--- src/hdl/slsm_pkg.sv ---
package slsm_pkg;

  localparam int unsigned VALUE_W  = 32;
  localparam int unsigned ACTION_W = 2;
  localparam int unsigned MODE_W   = 2;

  // Item actions.
  localparam logic [ACTION_W-1:0] ACT_LOAD_A = 2'd0;
  localparam logic [ACTION_W-1:0] ACT_LOAD_B = 2'd1;
  localparam logic [ACTION_W-1:0] ACT_RUN    = 2'd2;

  // Merge modes. Bit 1 selects difference; otherwise bit 0 selects union.
  localparam logic [MODE_W-1:0] MODE_INTERSECT = 2'd0;
  localparam logic [MODE_W-1:0] MODE_UNION     = 2'd1;
  localparam logic [MODE_W-1:0] MODE_DIFF      = 2'd2;

  typedef struct packed {
    logic [ACTION_W-1:0] action;
    logic [VALUE_W-1:0]  value;
  } in_item_t;

  typedef struct packed {
    logic [VALUE_W-1:0] value_res;
    logic               last;
    logic               empty_res;
    logic               overflow;
  } out_item_t;

  // Command from the load side to the merge walker.
  typedef struct packed {
    logic              go;
    logic [MODE_W-1:0] mode;
    logic              overflow;
  } run_cmd_t;

  // Status from the merge walker.
  typedef struct packed {
    logic busy;
    logic done;
  } walk_stat_t;

endpackage

--- src/hdl/slsm_list_mem.sv ---
module slsm_list_mem #(
  parameter int unsigned DEPTH = 32,
  parameter int unsigned WIDTH = 32,
  parameter int unsigned AW    = 5
) (
  input  logic             clk_i,
  input  logic             we_i,
  input  logic [AW-1:0]    waddr_i,
  input  logic [WIDTH-1:0] wdata_i,
  input  logic [AW-1:0]    raddr_i,
  output logic [WIDTH-1:0] rdata_o
);

  logic [WIDTH-1:0] mem [DEPTH];
  logic [WIDTH-1:0] rdata_q;

  always_ff @(posedge clk_i) begin
    if (we_i) begin
      mem[waddr_i] <= wdata_i;
    end
    rdata_q <= mem[raddr_i];
  end

  assign rdata_o = rdata_q;

endmodule

--- src/hdl/slsm_merge_ctrl.sv ---
module slsm_merge_ctrl import slsm_pkg::*; #(
  parameter int unsigned LIST_DEPTH = 32,
  parameter int unsigned ID_WIDTH   = 32
) (
  input  logic                                 clk_i,
  input  logic                                 rst_ni,
  input  run_cmd_t                             cmd_i,
  input  logic [$clog2(LIST_DEPTH+1)-1:0]      cnt_a_i,
  input  logic [$clog2(LIST_DEPTH+1)-1:0]      cnt_b_i,
  input  logic [ID_WIDTH-1:0]                  rd_a_i,
  input  logic [ID_WIDTH-1:0]                  rd_b_i,
  output logic [((LIST_DEPTH > 1) ? $clog2(LIST_DEPTH) : 1)-1:0] raddr_a_o,
  output logic [((LIST_DEPTH > 1) ? $clog2(LIST_DEPTH) : 1)-1:0] raddr_b_o,
  output walk_stat_t                           stat_o,
  output logic                                 result_valid_o,
  output out_item_t                            result_o
);

  localparam int unsigned CW = $clog2(LIST_DEPTH + 1);
  localparam int unsigned AW = (LIST_DEPTH > 1) ? $clog2(LIST_DEPTH) : 1;

  typedef enum logic {ST_IDLE, ST_WALK} state_e;

  state_e              state_q, state_d;
  logic [CW-1:0]       i_q, i_d, j_q, j_d;
  logic                pend_valid_q, pend_valid_d;
  logic [ID_WIDTH-1:0] pend_val_q, pend_val_d;
  logic                res_valid_q, res_valid_d;
  out_item_t           res_q, res_d;

  logic                have_a, have_b, is_diff, is_uni, is_inter;
  logic                emit, adv_i, adv_j, fin;
  logic [ID_WIDTH-1:0] emit_val;

  assign is_diff  = cmd_i.mode[1];
  assign is_uni   = !cmd_i.mode[1] && cmd_i.mode[0];
  assign is_inter = !is_diff && !is_uni;
  assign have_a   = i_q < cnt_a_i;
  assign have_b   = j_q < cnt_b_i;

  // One step of the two-pointer walk on the current heads of both lists.
  always_comb begin
    emit     = 1'b0;
    emit_val = rd_a_i;
    adv_i    = 1'b0;
    adv_j    = 1'b0;
    fin      = 1'b0;
    if (have_a && have_b) begin
      if (rd_a_i < rd_b_i) begin
        emit  = !is_inter;
        adv_i = 1'b1;
      end else if (rd_b_i < rd_a_i) begin
        emit     = is_uni;
        emit_val = rd_b_i;
        adv_j    = 1'b1;
      end else begin
        emit  = !is_diff;
        adv_i = 1'b1;
        adv_j = 1'b1;
      end
    end else if (have_a && !is_inter) begin
      emit  = 1'b1;
      adv_i = 1'b1;
    end else if (have_b && is_uni) begin
      emit     = 1'b1;
      emit_val = rd_b_i;
      adv_j    = 1'b1;
    end else begin
      fin = 1'b1;
    end
  end

  always_comb begin
    state_d      = state_q;
    i_d          = '0;
    j_d          = '0;
    pend_valid_d = pend_valid_q;
    pend_val_d   = pend_val_q;
    res_valid_d  = 1'b0;
    res_d        = res_q;
    unique case (state_q)
      ST_IDLE: begin
        if (cmd_i.go) begin
          state_d      = ST_WALK;
          pend_valid_d = 1'b0;
        end
      end
      ST_WALK: begin
        i_d = adv_i ? i_q + CW'(1) : i_q;
        j_d = adv_j ? j_q + CW'(1) : j_q;
        if (fin) begin
          // The held id becomes the final result, or the run had none at all.
          state_d         = ST_IDLE;
          i_d             = '0;
          j_d             = '0;
          pend_valid_d    = 1'b0;
          res_valid_d     = 1'b1;
          res_d.value_res = pend_valid_q ? VALUE_W'(pend_val_q) : '0;
          res_d.last      = 1'b1;
          res_d.empty_res = !pend_valid_q;
          res_d.overflow  = cmd_i.overflow;
        end else if (emit) begin
          pend_valid_d    = 1'b1;
          pend_val_d      = emit_val;
          res_valid_d     = pend_valid_q;
          res_d.value_res = VALUE_W'(pend_val_q);
          res_d.last      = 1'b0;
          res_d.empty_res = 1'b0;
          res_d.overflow  = cmd_i.overflow;
        end
      end
      default: state_d = ST_IDLE;
    endcase
  end

  always_ff @(posedge clk_i or negedge rst_ni) begin
    if (!rst_ni) begin
      state_q      <= ST_IDLE;
      i_q          <= '0;
      j_q          <= '0;
      pend_valid_q <= 1'b0;
      pend_val_q   <= '0;
      res_valid_q  <= 1'b0;
      res_q        <= '0;
    end else begin
      state_q      <= state_d;
      i_q          <= i_d;
      j_q          <= j_d;
      pend_valid_q <= pend_valid_d;
      pend_val_q   <= pend_val_d;
      res_valid_q  <= res_valid_d;
      res_q        <= res_d;
    end
  end

  // Reads are issued from the next pointer, so the data matches the pointer
  // in the cycle after.
  assign raddr_a_o = (i_d < CW'(LIST_DEPTH)) ? i_d[AW-1:0] : '0;
  assign raddr_b_o = (j_d < CW'(LIST_DEPTH)) ? j_d[AW-1:0] : '0;

  assign stat_o.busy    = (state_q == ST_WALK);
  assign stat_o.done    = (state_q == ST_WALK) && fin;
  assign result_valid_o = res_valid_q;
  assign result_o       = res_q;

endmodule

--- src/hdl/sorted_list_set_merge_unit.sv ---
// Sorted list set merge unit. Items are issued with start while busy is low.
// A load item (action 0 or 1) appends its id, masked to ID_WIDTH bits, to
// list A or list B; a load into a full list is dropped and sets the overflow
// flag. A run item (action 2) merges the two lists under the mode held in the
// configuration register: intersection, union with shared ids given once, or
// difference A minus B (mode 3 also means difference). The run keeps busy high
// through every step of the two-pointer walk and a closing step, since each
// list memory delivers one element per cycle through its single read port.
// Results come out one per cycle at most, each on result_o for exactly one
// cycle with result_valid_o high; the receiver cannot stall the unit and must
// take every result as it appears. The final result of a run has last set; a
// run with no ids gives a single result with empty_res set and a zero id.
// Every result of a run carries the overflow flag, and the run clears both
// lists and the flag. Item action 3 is accepted and ignored. The
// configuration register is written with cfg_we_i and should only change
// while the unit is idle.
module sorted_list_set_merge_unit import slsm_pkg::*; #(
  parameter int unsigned LIST_DEPTH = 32,
  parameter int unsigned ID_WIDTH   = 32
) (
  input  logic              clk_i,
  input  logic              rst_ni,
  input  logic              start,
  output logic              busy,
  input  in_item_t          item_i,
  input  logic              cfg_we_i,
  input  logic [MODE_W-1:0] cfg_wdata_i,
  output logic              result_valid_o,
  output out_item_t         result_o
);

  localparam int unsigned CW = $clog2(LIST_DEPTH + 1);
  localparam int unsigned AW = (LIST_DEPTH > 1) ? $clog2(LIST_DEPTH) : 1;

  logic [MODE_W-1:0]   mode_q;
  logic [CW-1:0]       cnt_a_q, cnt_a_d, cnt_b_q, cnt_b_d;
  logic                ovf_q, ovf_d;
  logic                accept, load_a, load_b, we_a, we_b;
  logic [ID_WIDTH-1:0] load_val, rd_a, rd_b;
  logic [AW-1:0]       raddr_a, raddr_b;
  run_cmd_t            cmd;
  walk_stat_t          stat;

  // An item is taken whenever start is seen while the walker is idle.
  assign accept   = start && !busy;
  assign load_a   = accept && (item_i.action == ACT_LOAD_A);
  assign load_b   = accept && (item_i.action == ACT_LOAD_B);
  assign load_val = item_i.value[ID_WIDTH-1:0];
  assign we_a     = load_a && (cnt_a_q < CW'(LIST_DEPTH));
  assign we_b     = load_b && (cnt_b_q < CW'(LIST_DEPTH));

  // Counts and the overflow flag stay valid through the walk and are cleared
  // on its closing cycle. No load can arrive then since busy is high.
  always_comb begin
    cnt_a_d = cnt_a_q;
    cnt_b_d = cnt_b_q;
    ovf_d   = ovf_q;
    if (stat.done) begin
      cnt_a_d = '0;
      cnt_b_d = '0;
      ovf_d   = 1'b0;
    end else begin
      if (we_a) begin
        cnt_a_d = cnt_a_q + CW'(1);
      end
      if (we_b) begin
        cnt_b_d = cnt_b_q + CW'(1);
      end
      if ((load_a && !we_a) || (load_b && !we_b)) begin
        ovf_d = 1'b1;
      end
    end
  end

  always_ff @(posedge clk_i or negedge rst_ni) begin
    if (!rst_ni) begin
      mode_q  <= MODE_INTERSECT;
      cnt_a_q <= '0;
      cnt_b_q <= '0;
      ovf_q   <= 1'b0;
    end else begin
      if (cfg_we_i) begin
        mode_q <= cfg_wdata_i;
      end
      cnt_a_q <= cnt_a_d;
      cnt_b_q <= cnt_b_d;
      ovf_q   <= ovf_d;
    end
  end

  // List memories: writes come from loads while idle and reads from the walker,
  // whose read data is only used while busy.
  slsm_list_mem #(
    .DEPTH (LIST_DEPTH),
    .WIDTH (ID_WIDTH),
    .AW    (AW)
  ) u_mem_a (
    .clk_i   (clk_i),
    .we_i    (we_a),
    .waddr_i (cnt_a_q[AW-1:0]),
    .wdata_i (load_val),
    .raddr_i (raddr_a),
    .rdata_o (rd_a)
  );

  slsm_list_mem #(
    .DEPTH (LIST_DEPTH),
    .WIDTH (ID_WIDTH),
    .AW    (AW)
  ) u_mem_b (
    .clk_i   (clk_i),
    .we_i    (we_b),
    .waddr_i (cnt_b_q[AW-1:0]),
    .wdata_i (load_val),
    .raddr_i (raddr_b),
    .rdata_o (rd_b)
  );

  assign cmd.go       = accept && (item_i.action == ACT_RUN);
  assign cmd.mode     = mode_q;
  assign cmd.overflow = ovf_q;

  slsm_merge_ctrl #(
    .LIST_DEPTH (LIST_DEPTH),
    .ID_WIDTH   (ID_WIDTH)
  ) u_ctrl (
    .clk_i          (clk_i),
    .rst_ni         (rst_ni),
    .cmd_i          (cmd),
    .cnt_a_i        (cnt_a_q),
    .cnt_b_i        (cnt_b_q),
    .rd_a_i         (rd_a),
    .rd_b_i         (rd_b),
    .raddr_a_o      (raddr_a),
    .raddr_b_o      (raddr_b),
    .stat_o         (stat),
    .result_valid_o (result_valid_o),
    .result_o       (result_o)
  );

  assign busy = stat.busy;

endmodule

--- config.mk ---
export PLATFORM = sky130hd
export DESIGN_NAME = sorted_list_set_merge_unit
export DESIGN_NICKNAME = d
export VERILOG_FILES = /design/src/hdl/slsm_pkg.sv /design/src/hdl/slsm_list_mem.sv /design/src/hdl/slsm_merge_ctrl.sv /design/src/hdl/sorted_list_set_merge_unit.sv
export SDC_FILE = /design/constraint.sdc
export NUM_CORES = 2
export LEC_CHECK = 0
export BUFFER_PORTS_ARGS = -buffer_cell sky130_fd_sc_hd__buf_2
export CAP_MARGIN = 20
export CORE_UTILIZATION = 29
export CTS_CLUSTER_DIAMETER = 200
export CTS_CLUSTER_SIZE = 24
export DETAILED_ROUTE_END_ITERATION = 10
export PLACE_DENSITY = 0.5
export SYNTH_ARGS = -nofsm -noshare
export SYNTH_HDL_FRONTEND = slang
export SYNTH_SLANG_ARGS = --single-unit
--- constraint.sdc ---
create_clock -name clk_i -period 6.6 [get_ports clk_i]
set_input_delay 1.32 -clock clk_i [delete_from_list [all_inputs] [get_ports clk_i]]
set_output_delay 1.32 -clock clk_i [all_outputs]
set_load 0.02 [all_outputs]
# == After elaboration in Yosys (flattened, before gate mapping) ==
# Memories as Yosys holds them, arrays and structs flattened. A register that Yosys moved wholly into a read port is not among the register bits.
# Index checks and enable logic that the tools add are counted.
# classes
muxes,51
n_lt_le_gt_ge,8
bitwise,2
reduce_logical,30
eq_ne,4
add_sub_neg,4
# op_table
operator,count
$mux 32,6
$mux 35,2
$lt 32x32->1,2
$mux 6,10
$mux 1,29
$add 6x1->6 const B,4
$lt 6x6->1 const B,4
$logic_and 1x1->1,14
$lt 6x6->1,2
$mux 5,2
$reduce_bool 2->1,4
$logic_not 1->1,7
$pmux 1 s2,2
$reduce_and 2->1,2
$ne 3x3->1 const B,1
$reduce_and 3->1,1
$eq 2x1->1 const B,1
$eq 2x2->1 const B,1
$logic_not 2->1,1
$ne 2x2->1 const B,1
$not 1->1,2
$logic_or 1x1->1,1
# word_totals
n_memories,2
output_inout_bits,37
ff_bits,97
inputBits,40
ramBits,2048
wordCells,115
# mem_list
name,depth,word_bits,rd,rd_clocked_by_memory_dff,write_ports,line,text
u_mem_a.mem,32,32,1,1,1,slsm_list_mem.sv:14,logic [WIDTH-1:0] mem [DEPTH];
u_mem_b.mem,32,32,1,1,1,slsm_list_mem.sv:14,

# == Logic depth before layout (Yosys ltp) ==
# logic_depth
depth_word,13
ltp_mapped,18
ltp_nobuf,14

# == Modules after synthesis ==
# From an unflattened synthesis, not the netlist that was laid out.
# hier_totals
cells_unflattened,5151
hier_area_um2,86755.7
# modules_own_cells
module,cells_per_inst,instances,seq_area_each_um2,area_per_inst_um2
slsm_list_mem,2260,2,31390.1,40485.1
slsm_merge_ctrl,551,1,2052.0,4977.3
sorted_list_set_merge_unit,80,1,375.4,808.3

# == Least setup slack after synthesis ==
# Ideal clock, no wire load.
# synth_timing
path_kind,in2reg
from,in start
to,mem u_mem_b.mem[23][0] (enable)
required_time_ns,6.139
setup_ns,0.461
setup_slack_ns,1.657
arrival_ns,4.482
path_buffers,1
cell_stages,6
path_cell_list,nand2_1 -> nor3b_1 -> and2_1 -> clkbuf_1 -> nand3_1 -> nor3_1
# synth_via
elab_chain_cells,5
# synth_rtl
item,line,text
"start, declared",sorted_list_set_merge_unit.sv:23,"input logic start,"
$logic_and 1x1->1,sorted_list_set_merge_unit.sv:45,assign accept = start && !busy;
$logic_and 1x1->1,sorted_list_set_merge_unit.sv:47,assign load_b = accept && (item_i.action == ACT_LOAD_B);
$logic_and 1x1->1,sorted_list_set_merge_unit.sv:50,assign we_b = load_b && (cnt_b_q < CW'(LIST_DEPTH));
$mux 1,slsm_list_mem.sv:18,if (we_i) begin
$mux 1 (implied by the code),slsm_list_mem.sv:19,mem[waddr_i] <= wdata_i;
"end, declared",slsm_list_mem.sv:14,
# Every way passes these cells.

# == Final worst setup path ==
# layout_timing
from,reg cnt_b_q[3]
to,"reg u_mem_a.rdata_q[23], in the netlist u_mem_a.rdata_o[23] (read register of u_mem_a.mem)"
# layout_via
elab_chain_cells,9
word_cells_on_any_way,12
cone_classes,2 x order compare; 8 x mux; 2 x reduce/logical
# layout_rtl
item,line,text
"start, declared",sorted_list_set_merge_unit.sv:36,"logic [CW-1:0] cnt_a_q, cnt_a_d, cnt_b_q, cnt_b_d;"
"start signal, assigned",sorted_list_set_merge_unit.sv:86,cnt_b_q <= cnt_b_d;
$lt 6x6->1 (*),slsm_merge_ctrl.sv:39,assign have_b = j_q < cnt_b_i;
$logic_and 1x1->1,slsm_merge_ctrl.sv:64,end else if (have_b && is_uni) begin
$mux 1,slsm_merge_ctrl.sv:64,
$mux 1,slsm_merge_ctrl.sv:61,end else if (have_a && !is_inter) begin
$mux 1,slsm_merge_ctrl.sv:48,if (have_a && have_b) begin
$mux 6 (*),slsm_merge_ctrl.sv:91,if (fin) begin
$mux 6 (*),slsm_merge_ctrl.sv:81,unique case (state_q)
$lt 6x6->1,slsm_merge_ctrl.sv:138,assign raddr_a_o = (i_d < CW'(LIST_DEPTH)) ? i_d[AW-1:0] : '0;
$mux 5 (*),slsm_merge_ctrl.sv:138,
"end, declared",slsm_list_mem.sv:15,logic [WIDTH-1:0] rdata_q;
# Mark *: on every way between the ends. The rest lies on a longest branch, timed or not.
# A chain may end at the register's enable or synchronous reset.

==> flow_metrics.py <==
metrics = {
    "status": {
        "status": "finished clean",
    },
    "worst_setup_path": {
        "crit_path_start_kind": "register",
        "cp_max_fo": 46,
        "rr_startpoint": "cnt_b_q[3]",
        "cp.arrival_ns": 6.91,
        "end_kind": "register",
        "r2r_end": "u_mem_a.rdata_o[23]",
        "crit_type": "reg -> reg",
        "required_ns": 7.17,
        "r2r_slack_ns": 0.25,
        "r2r_cells": 16,
    },
    "placed_design": {
        "gp_congestion": 0.8923,
        "dpl_worst_slack_ns": 0.4859,
        "io_buffer_count": 76,
        "place_area_sq_um": 96170,
        "hpwl_um": 179900,
    },
    "worst_hold_path": {
        "hold_path.class": "reg -> reg",
        "worstHoldStart": "u_ctrl.result_o[11]",
        "holdPathStages": 2,
        "hold_path_end": "u_ctrl.result_o[11]",
    },
    "route": {
        "wire_per_inst_um": 29.27,
        "drt_iter0_drc": 6155,
        "routed_wl_um": 297600,
        "dr.pass1.iters": 5,
        "ant_nets": 0,
        "remaining_drc_errors": 0,
        "vias": 54690,
        "vias_per_cell": 5.378,
    },
    "clocking": {
        "htreeDepth": 3,
        "clkSlewWorstSetupHoldPaths_ns": 0.11,
        "cts_hold_buf": 0,
        "cts.path.max_buffers": 3,
        "worstSkewPairLatency_ns": 0.80,
        "postCtsSetupBuffers": 0,
        "root_buffer": "clkbuf_16",
        "clkSinkCount": 2209,
        "cts_inserted_buffers": 102,
        "cts_resized": 0,
        "cts_tree": "yes",
    },
    "sta": {
        "setup_tns_ns": 0,
        "rsz0062_at_grt": "no",
        "worstMarginPinSlew_ns": 1.190,
        "period_share": 0.9616,
        "period_needed_ns": 6.347,
        "clock_skew_ns": 0.06650,
        "setup_violations": 0,
        "maxSlewViolCount": 0,
        "max_freq_mhz": 157.6,
        "final_hold_viol_count": 0,
        "layout_setup_ws_ns": 0.2534,
        "slew_headroom": 0.2016,
    },
    "floorplanning": {
        "coreArea_sq_um": 306300,
        "dieArea_sq_um": 310800,
        "die_h_um": 557.5,
        "die_x_um": 557.5,
        "io_pins": 77,
        "rows": 203,
        "start_util": 0.2922,
    },
    "global_route": {
        "grt_usage": 0.1858,
        "antenna_found_initial": 16,
        "grt_pass1_vias": 51740,
        "grt_pass1_wl_um": 414600,
        "overflow": 0,
        "grt_max_degree": 121,
    },
    "pwr": {
        "p_sw_mw": 5.000,
        "switching_share": 0.2135,
        "clock_power_share": 0.321,
        "p_total_mw": 23.42,
        "p_leak_nw": 31.39,
        "seqPwrFrac": 0.656,
        "p_int_mw": 18.42,
        "power_density_nw_per_um2": 236.0,
        "comb_power_share": 0.022,
        "peakVddDrop_uv": 256.5,
    },
    "finish": {
        "nNetsFinal": 6062,
        "fillCellCount": 29890,
        "area.growth.synth_to_final_pct": 10.91,
        "post-route-cell-area_sq_um": 99250,
        "layout-drive-gt1-share": 0.1236,
    },
    "synthesis": {
        "synth-xor-area-share": 0.0009787,
        "netlist_area_sq_um": 89490,
        "syn_nets": 6063,
        "yosysTopAreaCell": "edfxtp_1",
        "synth_compound_area_frac": 0.1046,
        "synth_top_family_by_area": "compound AO/OA/AOI/OAI gates",
        "synth_ff_type": "edfxtp_1",
        "async_reset_ff_frac": 0.04391,
        "synth_top_area_share": 0.6872,
        "yosysWarningCount": 0,
        "synthDistinctLibCells": 82,
        "synth-edff-count": 2048,
        "avgSynthCellArea_sq_um": 14.99,
        "synth-seq-cells": 2209,
        "synthTopCellsByCount": "2048 x edfxtp_1, 611 x nand2_1, 422 x nor2_1",
        "synthTopCellsByArea": "edfxtp_1 69%, mux2i_1 4.4%, dfrtp_1 2.7%, nand2_1 2.6%, a211oi_1 2.2%",
        "synth.most_common_cell": "edfxtp_1",
        "synth-seq-area-share": 0.7286,
        "yosys.area_share.simple": 0.06738,
        "synth_cells": 5971,
        "yosys.area_share.adder": 0.007270,
        "synth_mux_area_frac": 0.06490,
    },
    "flow_run": {
        "maxCapViolations": 0,
    },
}
[metal layers]
metal | vias to the layer above | track usage | wire, um
li1 | 23470 | - | -
met1 | 28810 | 0.2603 | 130500
met2 | 2089 | 0.3002 | 139000
met3 | 314 | 0.02465 | 18990
met4 | 6 | 0.05294 | 9033
met5 | - | 0 | 45
[state kept, by name, indices dropped and copies added (netlist names)]
register and cells:
cnt_b_q 6, u_ctrl.result_o 35, u_mem_b.mem 1024, u_mem_a.rdata_o 32
mode_q 2, u_ctrl.state_q 1, u_ctrl.result_valid_o 1, u_mem_b.rdata_o 32
u_ctrl.i_q 6, u_ctrl.j_q 6, u_mem_a.mem 1024, cnt_a_q 6
u_ctrl.pend_valid_q 1, u_ctrl.pend_val_q 32, ovf_q 1
[placed cells by master (no fill, tap or decap), types with 50 or more instances in the layout]
master | Yosys | final
nor2_4 | 0 | 63
o32ai_1 | 91 | 91
ha_1 | 52 | 52
edfxtp_1 | 2048 | 2048
dfrtp_1 | 97 | 96
a21oi_1 | 156 | 154
buf_2 | 134 | 75
clkbuf_1 | 241 | 82
a311oi_1 | 156 | 156
mux2_2 | 158 | 158
buf_4 | 32 | 233
o22ai_1 | 66 | 66
clkbuf_16 | 0 | 102
o21ai_0 | 149 | 148
o211ai_1 | 69 | 69
a211oi_1 | 258 | 257
a32oi_1 | 62 | 62
and4_1 | 68 | 68
dfxtp_1 | 64 | 64
nor4_1 | 129 | 127
nand2_1 | 611 | 609
inv_1 | 50 | 50
mux2i_1 | 389 | 389
o31a_1 | 63 | 63
nor2_1 | 422 | 358
[critical path: stages, from the launching register on]
cell	delay (ns)
dfrtp_1	0.53
clkinv_1	0.33
ha_1	0.29
or2_0	0.21
a21o_1	0.21
a21oi_2	0.32
o21ai_1	0.35
a21oi_4	0.41
buf_4	0.45
nand3_4	0.51
inv_2	0.38
buf_12	0.32
o21ai_0	0.15
a311oi_1	0.37
a211oi_1	0.10
buf_4	0.19
a211oi_1	0.92
[power groups by stage]
stage	logic, mW	clock network (mW)	registers [mW]
finish	0.521	7.53	15.4
global route	0.549	8.07	15.4
floorplan	0.0773	0	15.7
global placement	0.516	0	15.7
CTS	0.527	7.65	15.4
detailed placement	0.528	0	15.7
[area by class of cell]
| type | instances | area [sq um] | share of cell area |
|---|---|---|---|
| well taps | 4100 | 5130 | 0.05169 |
| clock buffers | 185 | 2874 | 0.02896 |
| inverters | 53 | 203.9 | 0.002055 |
| diodes | 8 | 20.02 | 0.0002017 |
| repair buffers | 353 | 3040 | 0.03063 |
| clock inverters | 9 | 155.1 | 0.001563 |
| flip-flops and latches | 2209 | 65210 | 0.6570 |
| multi-input cells | 3251 | 22620 | 0.2279 |
[per-stage QoR]
stage / utilization / std cells / hold slack, ns
after floorplan: - / 5971 / 0.4679
after global placement: 0.3136 / 9960 / 0.4594
after detailed placement: 0.3140 / 9965 / 0.4647
after CTS: 0.3239 / 10160 / 0.4875
after global routing: 0.3240 / 10160 / 0.5136
final: 0.3240 / 10170 / 0.4819
[logic make-up (layout without fill, tap and decap cells)]
group,count (synthesis),in the layout
fa+ha+maj,52,52
buf+inv,511,600
simple gates,1350,1350
mux,556,556
compound gates,1283,1283
other cells,0,8
flops,2209,2209
xor+xnor,10,10
[how the worst max path moves through the flow]
stage / slack, ns / end / startpoint
after global placement: 0.21 / u_mem_a.rdata_o[6] / cnt_b_q[3]
after detailed placement: 0.49 / u_mem_a.rdata_o[23] / cnt_b_q[3]
after CTS: 0.42 / u_mem_a.rdata_o[23] / cnt_b_q[3]
after floorplan: 1.66 / u_mem_b.mem[23][0] / start
final: 0.25 / u_mem_a.rdata_o[23] / cnt_b_q[3]
after global routing: 0.21 / u_mem_a.rdata_o[23] / cnt_b_q[3]
Note: power is estimated with default switching activity, not from simulation.
